`src/design/hbox_pkg.sv`:
```
package hbox_pkg;

  localparam int MAX_BOXES  = 64;
  localparam int COORD_BITS = 16;
  localparam int DIM_BITS   = COORD_BITS - 1;
  localparam int CNT_W      = $clog2(MAX_BOXES + 1);
  localparam int SUM_W      = COORD_BITS + 1;

  localparam logic [1:0] ACT_ADD = 2'd0;
  localparam logic [1:0] ACT_DEL = 2'd1;
  localparam logic [1:0] ACT_QRY = 2'd2;

  typedef struct packed {
    logic signed [COORD_BITS-1:0] left;
    logic signed [COORD_BITS-1:0] top;
    logic        [DIM_BITS-1:0]   width;
    logic        [DIM_BITS-1:0]   height;
  } box_t;

  // Request travelling down the cell row, with the flags it gathers.
  typedef struct packed {
    logic             valid;
    logic [1:0]       action;
    box_t             box;
    logic             placed;
    logic             hit;
    logic [CNT_W-1:0] removed;
  } token_t;

endpackage

```
`src/design/hbox_cell.sv`:
```
module hbox_cell (
  input  logic            clk_i,
  input  logic            rst_ni,
  input  hbox_pkg::token_t tok_i,
  output hbox_pkg::token_t tok_o
);
  import hbox_pkg::*;

  token_t tok_d, tok_q;
  logic   valid_d, valid_q;
  logic   wr_en;
  box_t   box_q;

  logic                    same;
  logic                    ovl;
  logic signed [SUM_W-1:0] a_l, a_r, a_t, a_b;
  logic signed [SUM_W-1:0] b_l, b_r, b_t, b_b;
  logic signed [SUM_W-1:0] lo_x, hi_x, lo_y, hi_y;

  // Edges widened by one bit so that edge plus size cannot overflow.
  always_comb begin
    a_l  = SUM_W'(box_q.left);
    a_t  = SUM_W'(box_q.top);
    b_l  = SUM_W'(tok_i.box.left);
    b_t  = SUM_W'(tok_i.box.top);
    a_r  = a_l + $signed({{(SUM_W-DIM_BITS){1'b0}}, box_q.width});
    a_b  = a_t + $signed({{(SUM_W-DIM_BITS){1'b0}}, box_q.height});
    b_r  = b_l + $signed({{(SUM_W-DIM_BITS){1'b0}}, tok_i.box.width});
    b_b  = b_t + $signed({{(SUM_W-DIM_BITS){1'b0}}, tok_i.box.height});
    lo_x = (a_l > b_l) ? a_l : b_l;
    hi_x = (a_r < b_r) ? a_r : b_r;
    lo_y = (a_t > b_t) ? a_t : b_t;
    hi_y = (a_b < b_b) ? a_b : b_b;
    ovl  = (lo_x < hi_x) && (lo_y < hi_y);
    same = (box_q == tok_i.box);
  end

  always_comb begin
    tok_d   = tok_i;
    valid_d = valid_q;
    wr_en   = 1'b0;
    if (tok_i.valid) begin
      case (tok_i.action)
        ACT_ADD: begin
          if (!tok_i.placed && !valid_q) begin
            valid_d      = 1'b1;
            wr_en        = 1'b1;
            tok_d.placed = 1'b1;
          end
        end
        ACT_DEL: begin
          if (valid_q && same) begin
            valid_d       = 1'b0;
            tok_d.removed = tok_i.removed + CNT_W'(1);
          end
        end
        ACT_QRY: begin
          if (valid_q && ovl) begin
            tok_d.hit = 1'b1;
          end
        end
        default: ;
      endcase
    end
  end

  always_ff @(posedge clk_i or negedge rst_ni) begin
    if (!rst_ni) begin
      tok_q   <= '0;
      valid_q <= 1'b0;
    end else begin
      tok_q   <= tok_d;
      valid_q <= valid_d;
    end
  end

  // Box payload: no reset, only read behind its valid bit.
  always_ff @(posedge clk_i) begin
    if (wr_en) begin
      box_q <= tok_i.box;
    end
  end

  assign tok_o = tok_q;

endmodule

```
`config.mk`:
```
export PLATFORM = sky130hd
export DESIGN_NAME = hbox_cell
export DESIGN_NICKNAME = d
export VERILOG_FILES = /design/src/design/hbox_pkg.sv /design/src/design/hbox_cell.sv
export SDC_FILE = /design/constraint.sdc
export NUM_CORES = 1
export LEC_CHECK = 0
export ABC_AREA = 1
export BUFFER_PORTS_ARGS = -buffer_cell sky130_fd_sc_hd__buf_2
export CAP_MARGIN = 10
export CORE_ASPECT_RATIO = 0.6
export CORE_UTILIZATION = 59
export CTS_CLUSTER_DIAMETER = 40
export CTS_CLUSTER_SIZE = 10
export DETAILED_ROUTE_END_ITERATION = 6
export GPL_TIMING_DRIVEN = 0
export HOLD_SLACK_MARGIN = 0.12
export PLACE_DENSITY = 0.88
export RECOVER_POWER = 50
export REMOVE_ABC_BUFFERS = 1
export SYNTH_ARGS = -nofsm -noshare
export SYNTH_HDL_FRONTEND = slang
export SYNTH_SLANG_ARGS = --single-unit
```
`constraint.sdc`:
```
create_clock -name clk_i -period 6.2 [get_ports clk_i]
set_input_delay 1.55 -clock clk_i [delete_from_list [all_inputs] [get_ports clk_i]]
set_output_delay 1.55 -clock clk_i [all_outputs]
set_load 0.01 [all_outputs]
```
After elaboration in Yosys (flattened, before gate mapping)

Index checks and enable logic that the tools add are counted.

Bits in registers: 137
Latch bits: 0
Memory bits (writable): 0
Bits in read-only memories: 0
Memories: 0

Add/sub/neg operators: 5
$mul: 0
Div/mod/pow operators: 0
Magnitude comparators: 6
Eq/ne operators: 5
Shifts and indexed selects: 0
Mux-type cells: 17
Bitwise operators: 0
Reductions and logical operators: 9

Operators with widths:

| cell                | number |
|---|---|
| $add 16x16->17      | 4 |
| $lt 17x17->1        | 4 |
| $mux 17             | 4 |
| $eq 62x62->1        | 1 |
| $gt 16x16->1        | 2 |
| $mux 7              | 2 |
| $mux 1              | 9 |
| $mux 9              | 1 |
| $add 7x1->7 const B | 1 |
| $logic_and 1x1->1   | 4 |
| $ne 2x2->1 const B  | 2 |
| $reduce_and 4->1    | 1 |
| $eq 2x1->1 const B  | 1 |
| $eq 2x2->1 const B  | 1 |
| $logic_not 1->1     | 2 |
| $logic_not 2->1     | 1 |
| $pmux 1 s2          | 1 |
| $reduce_bool 2->1   | 1 |

Depth between registers and ports, before layout

Depth in word-level cells: 9
Mapped depth: 36
Depth with buffers taken out: 35

Worst setup path after synthesis

Ideal clock, no wire load.

Path type: input to register
Start point: in tok_i[11] (netlist bit)
End point: reg tok_q (netlist bit tok_o[7])
Library setup time: 75 ps
Arrival: 5,668 ps
Setup slack: 457 ps
Stages on the path: 33
Cells stage by stage: ha_1 -> a21oi_1 -> nand2_1 -> a21oi_1 -> nor2_1 -> inv_1 -> nand3b_1 -> o21ai_2 -> o21ai_2 -> a21boi_2 -> o21ai_2 -> xor2_1 -> ha_1 -> nand2_1 -> nor2_1 -> a211oi_1 -> nand2_4 -> nand2_2 -> nand2_1 -> buf_2 -> nand2_1 -> o21ai_0 -> ha_1 -> a21oi_1 -> nor2_1 -> a211oi_1 -> o21a_1 -> o21ai_0 -> a21oi_1 -> nand2_1 -> nand2_1 -> nand2_1 -> o21bai_2

RTL lines:

| item                 | RTL line        | text |
|---|---|---|
| from (decl)          | hbox_cell.sv:4  | `input hbox_pkg::token_t tok_i,` |
| to (signal assigned) | hbox_cell.sv:72 | `tok_q <= tok_d;` |
| to (decl)            | hbox_cell.sv:9  | `token_t tok_d, tok_q;` |

==> key figures <==
Global route
  – Vias in the first global route: between 8000 and 9000
  – Grt total ovfl: 0
  – Largest net degree at the start of global routing: 42
  – Total track usage: 0.333
  – Initial antenna violation count: 1
  – First-pass GRT wire length: approximately 45000 um

Layout
  – Nets: between 1500 and 2000
  – Finished Core Util: 0.739
  – Register area: roughly 0.0037 mm2
  – Area delta synth->final: 19.8%
  – Number of diodes: 0
  – Fillers: 1264
  – Layout cell share with drive strength beyond 1: 0.175
  – Multi-input combinational cell area: 0.00620 mm2
  – Post-route cell area: around 0.012 mm2

Worst setup path
  – Critical Path End Type: register
  – Startpoint types: primary input
  – Worst path slowest cell: nor3_4
  – CP Launch Point: tok_i[27]
  – Critical path arrival: between 6 and 7 ns
  – Critical path data required time: about 6.6 ns
  – Worst path max stage delay: roughly 0.32 ns
  – Setup CP Type: in2reg
  – RR Startpoint: box_q[4]
  – Crit-path max FO: 15

Placed design
  – Post-DP HPWL: 22900 um
  – Placer Congestion: between 0.9 and 1
  – Port bufs: between 100 and 150
  – Post-DP Area: roughly 0.011 mm2

Timing
  – Peak Freq: roughly 0.17 GHz
  – Slew @ Worst Pin: between 2 and 2.5 ns
  – Setup violations, final: 0
  – Setup TNS: 0 ns
  – Slew HR: -0.474
  – Clk_skew: around 0.011 ns
  – Final period util: 0.977
  – Minimum clock period: 6.06 ns
  – Final Hold Fails: 0
  – Final max-slew violation count: slightly below 80

CTS
  – CTS Hold Bufs: 0
  – H-tree Lvls: 4
  – Reg clk slew, reported paths: roughly 0.060 ns
  – Clk Latency, worst-skew pair: 0.44 ns
  – CTS tree: yes
  – Clk sinks: 137
  – CTS Buffer Depth: 2
  – Total CTS buffers: 17
  – Root Buffer: clkbuf_16

Floorplanning
  – Core footprint: around 0.017 mm2
  – Die height: 104 um
  – Die width: 172 um
  – Std-Cell Rows: 36
  – Top Ports: 150
  – Die footprint: about 0.018 mm2
  – Starting density of the core: 0.616

Detailed routing
  – Total wire length: around 30000 um
  – DR iter-0 viols: ~1000
  – DR WL/cell: between 15 and 20 um
  – Antenna-violating nets left: 0
  – Drt first pass iters: 6
  – Vias/cell: about 5.9
  – DR vias: around 9400
  – DRC: 0

Synthesis
  – Post-Syn Area: a little over 0.01 mm2
  – Asr flop ratio synth: 0.547
  – Synth Warn #: 0
  – Top cell type's share of synthesized area: 0.189
  – Top post-synthesis cells by area: ha_1 19%, dfrtp_1 18%, edfxtp_1 18%
  – Synth Flop Type: dfrtp_1
  – Post-synth EDFFs: 62
  – Synth Instances: around 1200
  – Post-synth top cells: 223 x nand2_1, 155 x ha_1, 148 x inv_1, 108 x a21oi_1, 79 x nor2_1
  – FF+latch count, synth: between 100 and 150
  – Post-synth top area cell: ha_1
  – Synth cell types: between 40 and 50
  – Avg Cell Area, Syn: 8.70 um2
  – Count leader, synth: nand2_1
  – Sequential fraction of the synthesis area: 0.365

Power
  – Worst vdd rail ir drop: between 0.15 and 0.2 mV
  – P_leak: 5.88 nW
  – Power Density: between 200 and 250 mW/mm2

Hold path
  – HP Class: reg2reg
  – HP Start: valid_q

Status
  – Violated checks: max-capacitance violations, max-slew violations
  – Status: finished with violations

Run
  – # Max-Cap Violations: 2
cells in the final DEF (no fill, tap or decap), types with 4 or more instances in the layout:
| cell type | synthesis | final |
|---|---|---|
| nand2_1 | 223 | 220 |
| inv_1 | 148 | 148 |
| ha_1 | 155 | 146 |
| buf_2 | 6 | 105 |
| a21oi_1 | 108 | 102 |
| nor2_1 | 79 | 78 |
| dfrtp_1 | 75 | 75 |
| edfxtp_1 | 62 | 62 |
| xor2_1 | 45 | 45 |
| clkbuf_1 | 5 | 45 |
| o21ai_0 | 47 | 42 |
| xnor2_1 | 37 | 37 |
| nand3_1 | 33 | 32 |
| nand4_1 | 28 | 28 |
| clkbuf_16 | 0 | 17 |
| buf_4 | 0 | 15 |
| a21oi_2 | 7 | 13 |
| nor4_1 | 13 | 13 |
| o21ai_1 | 8 | 11 |
| nand2_2 | 12 | 11 |
| nand3_2 | 11 | 10 |
| o21ai_2 | 7 | 8 |
| ha_4 | 0 | 7 |
| a211oi_1 | 9 | 6 |
| nand2_4 | 1 | 6 |
| nand3b_1 | 4 | 4 |
| nor2_2 | 4 | 4 |
| nor3_1 | 6 | 4 |
| o21a_1 | 4 | 4 |
| a21o_1 | 4 | 4 |
| a31oi_1 | 5 | 4 |
| o221ai_1 | 4 | 4 |
| inv_6 | 0 | 4 |
flip-flops by register name, indices dropped and copies added (netlist names):
signal   count
valid_q      1
a_l         16
box_q       30
a_t         16
tok_o       74
worst max-delay path: cells and delay by family:
family | cells | cell delay [ns]
adder cells (fa/ha/maj) | 3 | 0.90
buffers and inverters | 4 | 0.47
XOR/XNOR | 1 | 0.31
AND/OR/NAND/NOR | 15 | 2.07
AO/OA/AOI/OAI | 8 | 1.06
final timing paths:
kind,endpoint,slack (ns),cells after the start
min in group asynchronous,tok_o[41],1.60,1
max in group asynchronous,tok_o[35],1.76,2
worst max-delay path,tok_o[7],0.14,31
worst min register to register,valid_q,0.62,2
worst max register to register,tok_o[7],0.76,32
worst min-delay path,valid_q,0.62,2
where the power goes:
group	switching (W)	leakage [nW]	total [W]	internal, W
Sequential	0.00000575	1.43	0.000980	0.000975
Combinational	0.000470	4.16	0.000746	0.000276
Clock	0.000429	0.294	0.00107	0.000646
Total	0.000905	5.88	0.00280	0.00190
cells by family after synthesis:
family,synth area share
compound gates,0.120
buf+inv,0.0597
fa+ha+maj,0.197
simple gates,0.187
mux,0.00110
flops,0.365
xor+xnor,0.0701
repair_timing:
action	in CTS	in global routing
buffers inserted	2	13
pin swaps	5	16
endpoints found under the setup margin	1	1
gates cloned	1	2
gates resized for setup	14	37
metal layers:
metal	wire length, um	global-route usage	up-vias
met3	4570	0.118	36
met5	11	0	-
met4	316	0.0752	2
met1	13300	0.511	4338
li1	-	-	4388
met2	11600	0.439	602
through the flow:
stage	setup WS, ns	hold slack (ns)	std cells	total power [W]
floorplan	0.210	0.523	1166	0.00143
global placement	-1.06	0.586	1543	0.00162
detailed placement	-1.21	0.605	1546	0.00164
CTS	0.0453	0.624	1581	0.00273
global route	-0.119	0.666	1597	0.00292
finish	0.141	0.625	1597	0.00280
layout make-up:
class | count | area share
sequential | 137 | 0.305
multi-input combinational | 883 | 0.505
inverter | 149 | 0.0456
clock buffer | 18 | 0.0358
clock inverter | 14 | 0.0138
timing repair buffer | 168 | 0.0719
tap | 228 | 0.0232
Note: power is estimated with default switching activity, not from simulation.
